`src/resfb_pkg.sv`:
```
// Shared types and constants for the resonator filter bank.
// Used by every module of the block; depends on nothing else.
package resfb_pkg;

  // Fixed field widths of the ports.
  localparam int unsigned COEF_W       = 24;
  localparam int unsigned COEF_FRAC    = 22;
  localparam int unsigned BAND_FIELD_W = 6;
  localparam int unsigned CHAN_FIELD_W = 3;
  localparam int unsigned FILT_W       = 24;
  localparam int unsigned CFG_W        = 7;

  // Reset value of the band count register.
  localparam logic [CFG_W-1:0] BANDS_RESET = 7'd16;

  // Input beat commands.
  localparam logic CMD_FILTER = 1'b0;
  localparam logic CMD_LOAD   = 1'b1;

  // Control of one multiply-accumulate step.
  typedef struct packed {
    logic valid;  // a product enters this cycle
    logic clr;    // start a new sum with this product
    logic sub;    // subtract the product instead of adding it
  } mac_ctl_t;

endpackage

```
`src/resfb_mac.sv`:
```
// Shared multiply-accumulate unit: one registered product, then the running sum.
// Depends on resfb_pkg for the coefficient width and the control struct.
module resfb_mac
  import resfb_pkg::*;
#(
  parameter int unsigned OP_W = 24,
  localparam int unsigned PROD_W = OP_W + COEF_W,
  localparam int unsigned ACC_W = OP_W + COEF_W + 2
) (
  input  logic                     clk_i,
  input  logic                     rst_ni,
  input  mac_ctl_t                 ctl_i,
  input  logic signed [COEF_W-1:0] coef_i,
  input  logic signed [OP_W-1:0]   op_i,
  output logic signed [ACC_W-1:0]  acc_o
);

  mac_ctl_t                  pctl_q;
  logic signed [PROD_W-1:0]  prod_q;
  logic signed [ACC_W-1:0]   acc_q, acc_d, base, prod_ext;

  always_ff @(posedge clk_i or negedge rst_ni) begin
    if (!rst_ni) begin
      pctl_q <= '0;
    end else begin
      pctl_q <= ctl_i;
    end
  end

  always_ff @(posedge clk_i) begin
    prod_q <= coef_i * op_i;
    acc_q  <= acc_d;
  end

  always_comb begin
    base     = pctl_q.clr ? '0 : acc_q;
    prod_ext = ACC_W'(prod_q);
    acc_d    = acc_q;
    if (pctl_q.valid) begin
      acc_d = pctl_q.sub ? (base - prod_ext) : (base + prod_ext);
    end
  end

  assign acc_o = acc_q;

endmodule

```
`src/resfb_round.sv`:
```
// Rounds the accumulator to sample precision (half up) and saturates it.
// Depends on resfb_pkg for the coefficient fraction width.
module resfb_round
  import resfb_pkg::*;
#(
  parameter int unsigned SAMPLE_BITS = 24,
  localparam int unsigned ACC_W = SAMPLE_BITS + COEF_W + 2,
  localparam int unsigned R_W = ACC_W + 1 - COEF_FRAC
) (
  input  logic signed [ACC_W-1:0]       acc_i,
  output logic signed [SAMPLE_BITS-1:0] y_o
);

  localparam logic signed [ACC_W:0] RND = (ACC_W+1)'(1) << (COEF_FRAC - 1);

  logic signed [ACC_W:0] biased;
  logic        [R_W-1:0] r;
  logic                  neg;
  logic                  ovf;

  always_comb begin
    biased = (ACC_W+1)'(acc_i) + RND;
    r      = biased[ACC_W:COEF_FRAC];
    neg    = r[R_W-1];
    // The value fits when every bit above the sample sign bit copies it.
    ovf    = (r[R_W-1:SAMPLE_BITS-1] != {(R_W-SAMPLE_BITS+1){neg}});
    if (ovf) begin
      y_o = {neg, {(SAMPLE_BITS-1){~neg}}};
    end else begin
      y_o = r[SAMPLE_BITS-1:0];
    end
  end

endmodule

```
`src/resonator_filter_bank.sv`:
```
// Resonator filter bank top level: sequencer, coefficient and history memories.
// A load beat writes its coefficient when it is accepted. A sample beat runs
// the band steps once per band in use, and a stalled output holds back each
// result; one shared multiplier and the single coefficient read port set this
// pace. After reset the block clears the output history, BANK_SIZE * 2**CH_W
// rows (32 by default), and accepts no input beat until that pass ends.
module resonator_filter_bank
  import resfb_pkg::*;
#(
  parameter int unsigned BANK_SIZE     = 16,
  parameter int unsigned CHANNEL_COUNT = 2,
  parameter int unsigned SAMPLE_BITS   = 24
) (
  input  logic                        clk_i,
  input  logic                        rst_ni,
  // Configuration: band count register
  input  logic                        cfg_we_i,
  input  logic [CFG_W-1:0]            cfg_wdata_i,
  // Input channel
  input  logic                        in_valid_i,
  output logic                        in_stall_o,
  input  logic                        command_i,
  input  logic [CHAN_FIELD_W-1:0]     channel_i,
  input  logic signed [SAMPLE_BITS-1:0] sample_i,
  input  logic [BAND_FIELD_W-1:0]     band_index_i,
  input  logic [1:0]                  coef_select_i,
  input  logic signed [COEF_W-1:0]    coef_value_i,
  // Output channel
  output logic                        out_valid_o,
  input  logic                        out_stall_i,
  output logic [BAND_FIELD_W-1:0]     band_o,
  output logic [CHAN_FIELD_W-1:0]     out_channel_o,
  output logic signed [FILT_W-1:0]    filtered_o,
  output logic                        last_o
);

  // Derived sizes. The history memory holds one row per band and channel slot,
  // each row packing y[n-2] above y[n-1].
  localparam int unsigned BAND_W     = $clog2(BANK_SIZE);
  localparam int unsigned CH_W       = (CHANNEL_COUNT > 1) ? $clog2(CHANNEL_COUNT) : 1;
  localparam int unsigned COEF_AW    = BAND_W + 2;
  localparam int unsigned COEF_DEPTH = BANK_SIZE * 4;
  localparam int unsigned HIST_AW    = BAND_W + CH_W;
  localparam int unsigned HIST_DEPTH = BANK_SIZE << CH_W;
  localparam int unsigned ACC_W      = SAMPLE_BITS + COEF_W + 2;
  localparam int unsigned CHK_CH_W   = CHAN_FIELD_W + 1;
  localparam int unsigned CHK_BAND_W = BAND_FIELD_W + 1;

  // Sequencer states.
  localparam logic [1:0] ST_CLEAR = 2'd0;
  localparam logic [1:0] ST_IDLE  = 2'd1;
  localparam logic [1:0] ST_BAND  = 2'd2;

  // Steps within one band. The coefficient memory is read in steps 0 to 3,
  // products enter the multiplier in steps 1 to 4, the sum settles in step 5
  // and the rounded result leaves in step 6.
  localparam logic [2:0] PH_ISSUE = 3'd0;
  localparam logic [2:0] PH_B0    = 3'd1;
  localparam logic [2:0] PH_B2    = 3'd2;
  localparam logic [2:0] PH_C1    = 3'd3;
  localparam logic [2:0] PH_C2    = 3'd4;
  localparam logic [2:0] PH_SUM   = 3'd5;
  localparam logic [2:0] PH_OUT   = 3'd6;

  logic [1:0]               state_q;
  logic [2:0]               phase_q;
  logic [BAND_W-1:0]        band_q;
  logic [HIST_AW-1:0]       clr_addr_q;
  logic [CFG_W-1:0]         bands_q;
  logic [BAND_W-1:0]        last_band;

  // Per-item payload, held for the whole sample.
  logic [CH_W-1:0]               ch_q;
  logic signed [SAMPLE_BITS-1:0] x_q;
  logic signed [SAMPLE_BITS-1:0] xm2_q;

  // Input history per channel, cleared at reset.
  logic signed [SAMPLE_BITS-1:0] xh1_q [CHANNEL_COUNT];
  logic signed [SAMPLE_BITS-1:0] xh2_q [CHANNEL_COUNT];

  // Output register.
  logic                          out_valid_q;
  logic [BAND_W-1:0]             out_band_q;
  logic [CH_W-1:0]               out_ch_q;
  logic signed [SAMPLE_BITS-1:0] out_filt_q;
  logic                          out_last_q;

  // Memories.
  logic signed [COEF_W-1:0]      coef_mem [COEF_DEPTH];
  logic signed [COEF_W-1:0]      coef_rd_q;
  logic [2*SAMPLE_BITS-1:0]      hist_mem [HIST_DEPTH];
  logic [2*SAMPLE_BITS-1:0]      hist_rd_q;

  logic                          in_fire;
  logic                          ch_ok;
  logic                          band_ok;
  logic                          start;
  logic                          coef_we;
  logic [COEF_AW-1:0]            coef_waddr;
  logic [COEF_AW-1:0]            coef_raddr;
  logic [HIST_AW-1:0]            hist_addr;
  logic                          hist_we;
  logic [HIST_AW-1:0]            hist_waddr;
  logic [2*SAMPLE_BITS-1:0]      hist_wdata;
  logic [CH_W-1:0]               ch_idx;
  logic                          out_free;
  logic                          res_fire;
  logic                          clr_done;
  mac_ctl_t                      mac_ctl;
  logic signed [SAMPLE_BITS-1:0] mac_op;
  logic signed [ACC_W-1:0]       acc;
  logic signed [SAMPLE_BITS-1:0] y_new;
  logic signed [SAMPLE_BITS-1:0] y1;
  logic signed [SAMPLE_BITS-1:0] y2;

  // ---------------------------------------------------------------------------
  // Handshake and input decode
  // ---------------------------------------------------------------------------

  // The block takes a beat only while idle; the clearing pass and every band
  // of a sample hold the input off.
  assign in_stall_o = (state_q != ST_IDLE);
  assign in_fire    = in_valid_i && !in_stall_o;
  assign ch_idx     = channel_i[CH_W-1:0];
  assign ch_ok      = (CHK_CH_W'(channel_i) < CHK_CH_W'(CHANNEL_COUNT));
  assign band_ok    = (CHK_BAND_W'(band_index_i) < CHK_BAND_W'(BANK_SIZE));

  // Samples on a channel that does not exist are dropped without a trace.
  assign start      = in_fire && (command_i == CMD_FILTER) && ch_ok;
  assign coef_we    = in_fire && (command_i == CMD_LOAD) && band_ok;
  assign coef_waddr = {band_index_i[BAND_W-1:0], coef_select_i};

  // A count of zero acts as one band, and a count above the bank size acts as
  // the whole bank.
  always_comb begin
    if (bands_q == '0) begin
      last_band = '0;
    end else if (bands_q > CFG_W'(BANK_SIZE)) begin
      last_band = BAND_W'(BANK_SIZE - 1);
    end else begin
      last_band = BAND_W'(bands_q - CFG_W'(1));
    end
  end

  always_ff @(posedge clk_i or negedge rst_ni) begin
    if (!rst_ni) begin
      bands_q <= BANDS_RESET;
    end else if (cfg_we_i) begin
      bands_q <= cfg_wdata_i;
    end
  end

  // ---------------------------------------------------------------------------
  // Sequencer
  // ---------------------------------------------------------------------------

  assign out_free = !out_valid_q || !out_stall_i;
  assign res_fire = (state_q == ST_BAND) && (phase_q == PH_OUT) && out_free;
  assign clr_done = (clr_addr_q == HIST_AW'(HIST_DEPTH - 1));

  always_ff @(posedge clk_i or negedge rst_ni) begin
    if (!rst_ni) begin
      state_q    <= ST_CLEAR;
      phase_q    <= PH_ISSUE;
      band_q     <= '0;
      clr_addr_q <= '0;
    end else begin
      unique case (state_q)
        ST_CLEAR: begin
          clr_addr_q <= clr_addr_q + HIST_AW'(1);
          if (clr_done) begin
            state_q <= ST_IDLE;
          end
        end
        ST_IDLE: begin
          if (start) begin
            state_q <= ST_BAND;
            phase_q <= PH_ISSUE;
            band_q  <= '0;
          end
        end
        ST_BAND: begin
          if (phase_q != PH_OUT) begin
            phase_q <= phase_q + 3'd1;
          end else if (out_free) begin
            // The result leaves this cycle; move on or finish the sample.
            phase_q <= PH_ISSUE;
            if (band_q == last_band) begin
              state_q <= ST_IDLE;
            end else begin
              band_q <= band_q + BAND_W'(1);
            end
          end
        end
        default: begin
          state_q <= ST_IDLE;
        end
      endcase
    end
  end

  // The sample and its x[n-2] are captured at acceptance, so the input
  // history can move on at once.
  always_ff @(posedge clk_i) begin
    if (start) begin
      ch_q  <= ch_idx;
      x_q   <= sample_i;
      xm2_q <= xh2_q[ch_idx];
    end
  end

  always_ff @(posedge clk_i or negedge rst_ni) begin
    if (!rst_ni) begin
      for (int i = 0; i < CHANNEL_COUNT; i++) begin
        xh1_q[i] <= '0;
        xh2_q[i] <= '0;
      end
    end else if (start) begin
      xh2_q[ch_idx] <= xh1_q[ch_idx];
      xh1_q[ch_idx] <= sample_i;
    end
  end

  // ---------------------------------------------------------------------------
  // Coefficient memory: one write port for load beats, one registered read.
  // ---------------------------------------------------------------------------

  assign coef_raddr = {band_q, phase_q[1:0]};

  always_ff @(posedge clk_i) begin
    if (coef_we) begin
      coef_mem[coef_waddr] <= coef_value_i;
    end
    coef_rd_q <= coef_mem[coef_raddr];
  end

  // ---------------------------------------------------------------------------
  // Output history memory. The clearing pass and result write-back share the
  // single write port; they never overlap in time.
  // ---------------------------------------------------------------------------

  assign hist_addr  = {band_q, ch_q};
  assign y1         = hist_rd_q[SAMPLE_BITS-1:0];
  assign y2         = hist_rd_q[2*SAMPLE_BITS-1:SAMPLE_BITS];
  assign hist_we    = (state_q == ST_CLEAR) || res_fire;
  assign hist_waddr = (state_q == ST_CLEAR) ? clr_addr_q : hist_addr;
  assign hist_wdata = (state_q == ST_CLEAR) ? '0 : {y1, y_new};

  always_ff @(posedge clk_i) begin
    if (hist_we) begin
      hist_mem[hist_waddr] <= hist_wdata;
    end
    hist_rd_q <= hist_mem[hist_addr];
  end

  // ---------------------------------------------------------------------------
  // Shared multiply-accumulate and rounding
  // ---------------------------------------------------------------------------

  always_comb begin
    mac_ctl.valid = (state_q == ST_BAND) && (phase_q >= PH_B0) && (phase_q <= PH_C2);
    mac_ctl.clr   = (phase_q == PH_B0);
    mac_ctl.sub   = (phase_q == PH_B2);
    case (phase_q)
      PH_B0:   mac_op = x_q;
      PH_B2:   mac_op = xm2_q;
      PH_C1:   mac_op = y1;
      default: mac_op = y2;
    endcase
  end

  resfb_mac #(
    .OP_W (SAMPLE_BITS)
  ) u_mac (
    .clk_i  (clk_i),
    .rst_ni (rst_ni),
    .ctl_i  (mac_ctl),
    .coef_i (coef_rd_q),
    .op_i   (mac_op),
    .acc_o  (acc)
  );

  resfb_round #(
    .SAMPLE_BITS (SAMPLE_BITS)
  ) u_round (
    .acc_i (acc),
    .y_o   (y_new)
  );

  // ---------------------------------------------------------------------------
  // Output register
  // ---------------------------------------------------------------------------

  always_ff @(posedge clk_i or negedge rst_ni) begin
    if (!rst_ni) begin
      out_valid_q <= 1'b0;
    end else if (res_fire) begin
      out_valid_q <= 1'b1;
    end else if (!out_stall_i) begin
      out_valid_q <= 1'b0;
    end
  end

  always_ff @(posedge clk_i) begin
    if (res_fire) begin
      out_band_q <= band_q;
      out_ch_q   <= ch_q;
      out_filt_q <= y_new;
      out_last_q <= (band_q == last_band);
    end
  end

  assign out_valid_o   = out_valid_q;
  assign band_o        = BAND_FIELD_W'(out_band_q);
  assign out_channel_o = CHAN_FIELD_W'(out_ch_q);
  assign filtered_o    = FILT_W'(out_filt_q);
  assign last_o        = out_last_q;

endmodule
```
`config.mk`:
```
export PLATFORM = sky130hd
export DESIGN_NAME = resonator_filter_bank
export DESIGN_NICKNAME = d
export VERILOG_FILES = /design/src/resfb_pkg.sv /design/src/resfb_mac.sv /design/src/resfb_round.sv /design/src/resonator_filter_bank.sv
export SDC_FILE = /design/constraint.sdc
export NUM_CORES = 2
export LEC_CHECK = 0
export ABC_AREA = 1
export BUFFER_PORTS_ARGS = -buffer_cell sky130_fd_sc_hd__buf_2
export CORE_MARGIN = 2
export CORE_UTILIZATION = 56
export DETAILED_ROUTE_END_ITERATION = 12
export PLACE_DENSITY = 0.68
export SYNTH_ARGS = -nofsm -noshare
export SYNTH_HDL_FRONTEND = slang
export SYNTH_SLANG_ARGS = --single-unit
export TNS_END_PERCENT = 30
```
`constraint.sdc`:
```
create_clock -name clk_i -period 20.6 [get_ports clk_i]
set_clock_uncertainty 0.05 [all_clocks]
set_input_delay 1.03 -clock clk_i [delete_from_list [all_inputs] [get_ports clk_i]]
set_output_delay 1.03 -clock clk_i [all_outputs]
set_load 0.03 [all_outputs]
```
# Word-level counts from Yosys, hierarchy flattened
# Memory sizes are Yosys's and may differ from the RTL's. A register that Yosys moved wholly into a read port is not among the register bits.
# Index checks and enable logic that the tools add are counted.
# totals
n_memories,2
regBits,298
out_inout_bits,36
ram_bits,3072
elab_cells,121
in_bits,72
# classes
n_bitwise,3
multipliers,1
n_addsub,7
eq_ne,19
n_lt_le_gt_ge,7
n_mux,39
reduce_logical,21
# mem_list
name,depth,word_bits,read_ports,rd_ports_with_merged_regs,write_ports,line,text
coef_mem,64,24,1,1,1,resonator_filter_bank.sv:89,logic signed [COEF_W-1:0] coef_mem [COEF_DEPTH];
hist_mem,32,48,1,1,1,resonator_filter_bank.sv:91,logic [2*SAMPLE_BITS-1:0] hist_mem [HIST_DEPTH];
# ops
operator,n
2-to-1 mux 24 bit,8
2-to-1 mux 50 bit,2
bitwise mux 48 bit,2
one-hot mux 24 bit (3 select lines),1
adder 50 x 23 -> 51 bit (second input constant),1
adder 50 x 48 -> 50 bit,1
subtractor 50 x 48 -> 50 bit,1
multiplier 24 x 24 -> 48 bit,1
2-to-1 mux 48 bit,1
demux 24 bit (select 1 bit),1
2-to-1 mux 4 bit,6
logical AND 1 bit,10
2-to-1 mux 2 bit,5
!= test 2 bit (second input constant),5
AND reduction 5 bit,2
2-to-1 mux 3 bit,3
one-hot mux 4 bit (2 select lines),1
> comparator 7 x 5 -> 1 bit (second input constant),1
logical NOT 7 bit,1
== test 3 x 2 -> 1 bit (second input constant),2
less-than comparator 6 x 5 -> 1 bit (second input constant),1
2-to-1 mux 1 bit,6
!= test 2 x 1 -> 1 bit (second input constant),3
!= test 3 bit (second input constant),2
other kinds (26),30

# Longest topological paths before layout
# logic_depth
ltp_word,8
mapped_depth,43
ltp_nobuf,38

# By module
# A second synthesis with hierarchy kept.
# unflattened
cells_unflattened,14003
area_unflattened_um2,160483.9
# by_module_without_submodules
module,cells_each,seq_area_each_um2,n_inst,area_per_inst_um2
resonator_filter_bank,9395,99016.2,1,127868.9
resfb_mac,4402,2537.4,1,31472.7
resfb_round,206,0.0,1,1142.3

# Worst setup path before layout
# OpenSTA, ideal clock, no wires.
# synth_timing
kind,register to register
start,register phase_q[1]
end,register u_mac.prod_q[44]
setup_ns,0.072
stages_incl_launch_ff,35
slack_ns,12.447
n_path_buf,7
arrival_time_ns,8.032
t_required_ns,20.478
period_less_slack_ns,8.153
path_cell_list,dfrtp_1 -> buf_2 -> nand2_1 -> inv_2 -> clkbuf_1 -> clkbuf_1 -> ha_1 -> clkbuf_1 -> nor3_1 -> inv_2 -> buf_6 -> buf_2 -> nand3_1 -> o21ai_2 -> buf_2 -> nor2_1 -> fa_1 -> inv_1 -> fa_1 -> inv_1 -> fa_1 -> inv_1 -> fa_1 -> fa_1 -> inv_1 -> fa_1 -> fa_1 -> ha_1 -> nand2_1 -> nor2_1 -> inv_1 -> nor4_1 -> nand4_1 -> nand3_1 -> xor2_1
# synth_between
elab_chain_len,3
word_cells_on_any_way,5
classes_between,mul (1); eq/ne (3); mux (1)
# synth_lines
element,line,text
start: declaration,resonator_filter_bank.sv:66,logic [2:0] phase_q;
start signal: assignment,resonator_filter_bank.sv:184,phase_q <= phase_q + 3'd1;
== test 3 x 2 -> 1 bit / == test 3 x 1 -> 1 bit (equally long branches),resonator_filter_bank.sv:264,case (phase_q)
one-hot mux 24 bit (3 select lines) *,resonator_filter_bank.sv:264,
multiplier 24 x 24 -> 48 bit *,resfb_mac.sv:31,prod_q <= coef_i * op_i;
end signal: assignment,resfb_mac.sv:31,
end: declaration,resfb_mac.sv:19,logic signed [PROD_W-1:0] prod_q;
# Mark *: on every way between the ends. The rest lies on a longest branch, timed or not.
# A chain may end at the register's enable or synchronous reset.

# Worst setup path in the final report
# layout_timing
start,register phase_q[1]
end,register u_mac.prod_q[47]
# Same word-level chain as after synthesis.

==> impl_metrics.py <==
metrics = {
    "finish": {
        "nets": 13800,
        "seqCellArea_mm2": 0.102,
        "area.growth.synth_to_final_pct": 10.4,
        "fillCellCount": 21300,
        "drive_above_1_share_pct": 8.71,
        "postLayoutCellArea_mm2": 0.174,
        "multi_input_area_mm2": 0.0496,
    },
    "floorplanning": {
        "die_y_um": 534,
        "rows": 194,
        "die_w_um": 534,
        "num_io_pins": 108,
        "design.core.area_mm2": 0.280,
        "die_area_mm2": 0.285,
        "start_util_pct": 56.3,
    },
    "logic_synthesis": {
        "avgSynthCellArea_um2": 12.2,
        "yosys.area.top_type_share_pct": 61.1,
        "synth_ff_type": "edfxtp_1",
        "synth_cell_type_count": 62,
        "yosysWarnings": 0,
        "synth-seq-cells": 3442,
        "async_reset_ff_share_pct": 3.52,
        "synth_top_cell_by_area": "edfxtp_1",
        "synthesis.area_mm2": 0.157,
        "netlist_top_cells_area": "edfxtp_1, fa_1, nand2_1",
        "ys_seq_area_share_pct": 64.5,
        "synth_edf_count": 3201,
        "syn_inst": 12900,
    },
    "timing": {
        "max_freq_mhz": 96.9,
        "period_share_pct": 50.1,
        "setup_viol": 0,
        "finalHoldViolCount": 0,
        "rsz0062_at_grt": "no",
        "final-max-slew-violation-count": 0,
        "fin_ws_ns": 10.28,
        "tightest_slew_ns": 1.36,
        "fin_crit_ns": 10.32,
        "timing.setup.tns_ns": 0,
        "relSlewSlack_pct": 9.38,
    },
    "clock_tree": {
        "cts_sinks": 3442,
        "cts_tree": "done",
        "cts_setup_buffers": 0,
        "clockRootBuffer": "clkbuf_16",
        "cts_buffer_depth": 4,
        "ctsResizeCount": 0,
        "insertion_delay_ns": 0.98,
        "cts_made_buffers": 352,
        "clkTransAtPathRegs_ns": 0.07,
        "h-tree-depth": 5,
        "cts_hold_buffers": 0,
    },
    "placed_design": {
        "io_buffers": 103,
        "placed_cell_area_mm2": 0.162,
        "gp_congestion": 0.957,
        "dpl_worst_slack_ns": 10.28,
        "hpwlAfterDp_mm": 280,
    },
    "worst_setup_path": {
        "required_ns": 21.37,
        "slowest_stage": "fa_1",
        "slowest_delay_ns": 0.85,
        "worst_r2r_path_depth": 29,
        "startpoint_type": "register",
        "cpMostUsedCell": "nand2_1",
        "path_max_fanout": 106,
        "endpoint_kind": "register",
        "arrival_ns": 11.10,
        "critical_path_class": "reg -> reg",
    },
    "routing": {
        "drc_errors": 0,
        "num_vias": 106000,
        "drt_first_pass_iters": 8,
        "drtAntennaViolNets": 0,
        "vias_per_cell": 6.23,
        "drt_iter0_markers": 14000,
        "wl_mm": 469,
        "wl_per_cell_um": 27.6,
    },
    "global_route": {
        "grt_max_degree": 228,
        "grt_pass1_wl_mm": 682,
        "grt_pass1_vias": 104000,
        "grt_use_total_pct": 32.5,
        "antenna_found_initial": 26,
        "gr-total-overflow": 0,
    },
    "worst_hold_path": {
        "hold_class": "in -> async",
    },
    "status": {
        "status": "finished clean",
    },
    "job": {
        "drv_cap": 0,
    },
}
==> synthesized netlist by cell type (172+ instances only) <==
| library cell | count |
|---|---|
| a21oi_1 | 240 |
| o21ai_0 | 1037 |
| fa_1 | 608 |
| clkbuf_1 | 504 |
| o22ai_1 | 411 |
| nand2_1 | 1975 |
| ha_1 | 190 |
| edfxtp_1 | 3201 |
| nand4_1 | 172 |
| inv_1 | 1005 |
| a22oi_1 | 347 |
| nand3_1 | 361 |
| nor2_1 | 1591 |
==> state kept, by name (all words and copies together) (netlist names) <==
register	count
phase_q	3
u_mac.prod_q	48
last_o	1
u_mac.acc_o	50
out_band_q	4
clr_addr_q	5
xh2_q	48
band_q	4
bands_q	7
hist_mem	1536
hist_rd_q	48
filtered_o	24
xm2_q	24
ch_q	1
coef_rd_q	24
out_valid_o	1
state_q	2
coef_mem	1536
out_ch_q	1
xh1_q	48
u_mac.pctl_q	3
x_q	24
==> kinds of logic (layout without fill, tap and decap cells) <==
kind of cell	Yosys count	after routing	share of synthesized area, %
compound gates	2482	2482	9.52
simple gates	4212	4212	10.9
mux	95	95	0.643
buf+inv	1733	2043	4.30
other cells	1	8	0.00238
flops	3442	3442	64.5
xor+xnor	167	167	0.929
fa+ha+maj	798	798	9.24
==> metrics by stage <==
step | hold WS [ns] | std cells | utilization, %
6_report | 0.0331 | 17000 | 62.2
5_1_grt | 0.0647 | 17000 | 62.2
4_1_cts | 0.0137 | 17000 | 62.2
3_5_place_dp | 0.419 | 16300 | 58.1
3_3_place_gp | 0.412 | 16300 | 58.1
2_1_floorplan | 0.395 | 12900 | -
==> path summary, 6_finish.rpt <==
| kind | from | endpoint | slack [ns] |
|---|---|---|---|
| min in group clk_i | cfg_wdata_i[6] | bands_q[6] | 0.26 |
| max | phase_q[1] | u_mac.prod_q[47] | 10.28 |
| max in group asynchronous | rst_ni | band_q[1] | 19.06 |
| min | rst_ni | xh1_q[1] | 0.03 |
| min reg2reg | xh1_q[34] | xh1_q[34] | 0.43 |
| max reg2reg | phase_q[1] | u_mac.prod_q[47] | 10.28 |
==> critical path: cells and delay by family, from the launching register on <==
kind / cells / cell delay [ns]
AOI/OAI and AO/OA: 1 / 0.29
buffers and inverters: 6 / 2.34
DFF: 1 / 0.72
adders and majority gates: 9 / 4.82
and+or+nand+nor: 13 / 1.91
==> cell usage in the layout (no fill, tap or decap), drive strengths merged, types with 21 or more instances in the layout <==
master and n:
inv 1047, clkinv 145, a41oi 27, edfxtp 3201, fa 608, ha 190
a21boi 54, a221oi 37, mux2i 46, o221ai 55, dfxtp 120, nor2 1600
o211ai 24, nand2 1982, xnor2 28, o21ai 1061, o21bai 21, clkbuf 458
a22oi 347, a31oi 86, o22ai 411, nor3 37, mux2 49, nand3 382
dfrtp 120, o31ai 25, xor2 139, nand4 172, buf 364, a211oi 55
a21oi 260, bufinv 25
==> layer usage <==
layer | up-vias | wire [um] | global-route usage, %
met3 | 1165 | 48200 | 5.98
met5 | - | 125 | 0
li1 | 45600 | - | -
met2 | 6058 | 216000 | 50.9
met1 | 52800 | 176000 | 43.8
met4 | 20 | 27300 | 16.6
==> cell type report <==
| type | count | share of cell area, % |
|---|---|---|
| Sequential cell | 3442 | 58.4 |
| Multi-Input combinational cell | 7758 | 28.6 |
| Clock buffer | 458 | 5.47 |
| Tap cell | 3724 | 2.68 |
| Inverter | 1032 | 2.25 |
| Timing Repair Buffer | 364 | 1.53 |
| Clock inverter | 189 | 1.08 |
| Antenna cell | 4 | 0.00576 |
Power is left out: the tool's default activity adds up to more than one toggle a clock period on the data nets, which glitch-free logic cannot reach.
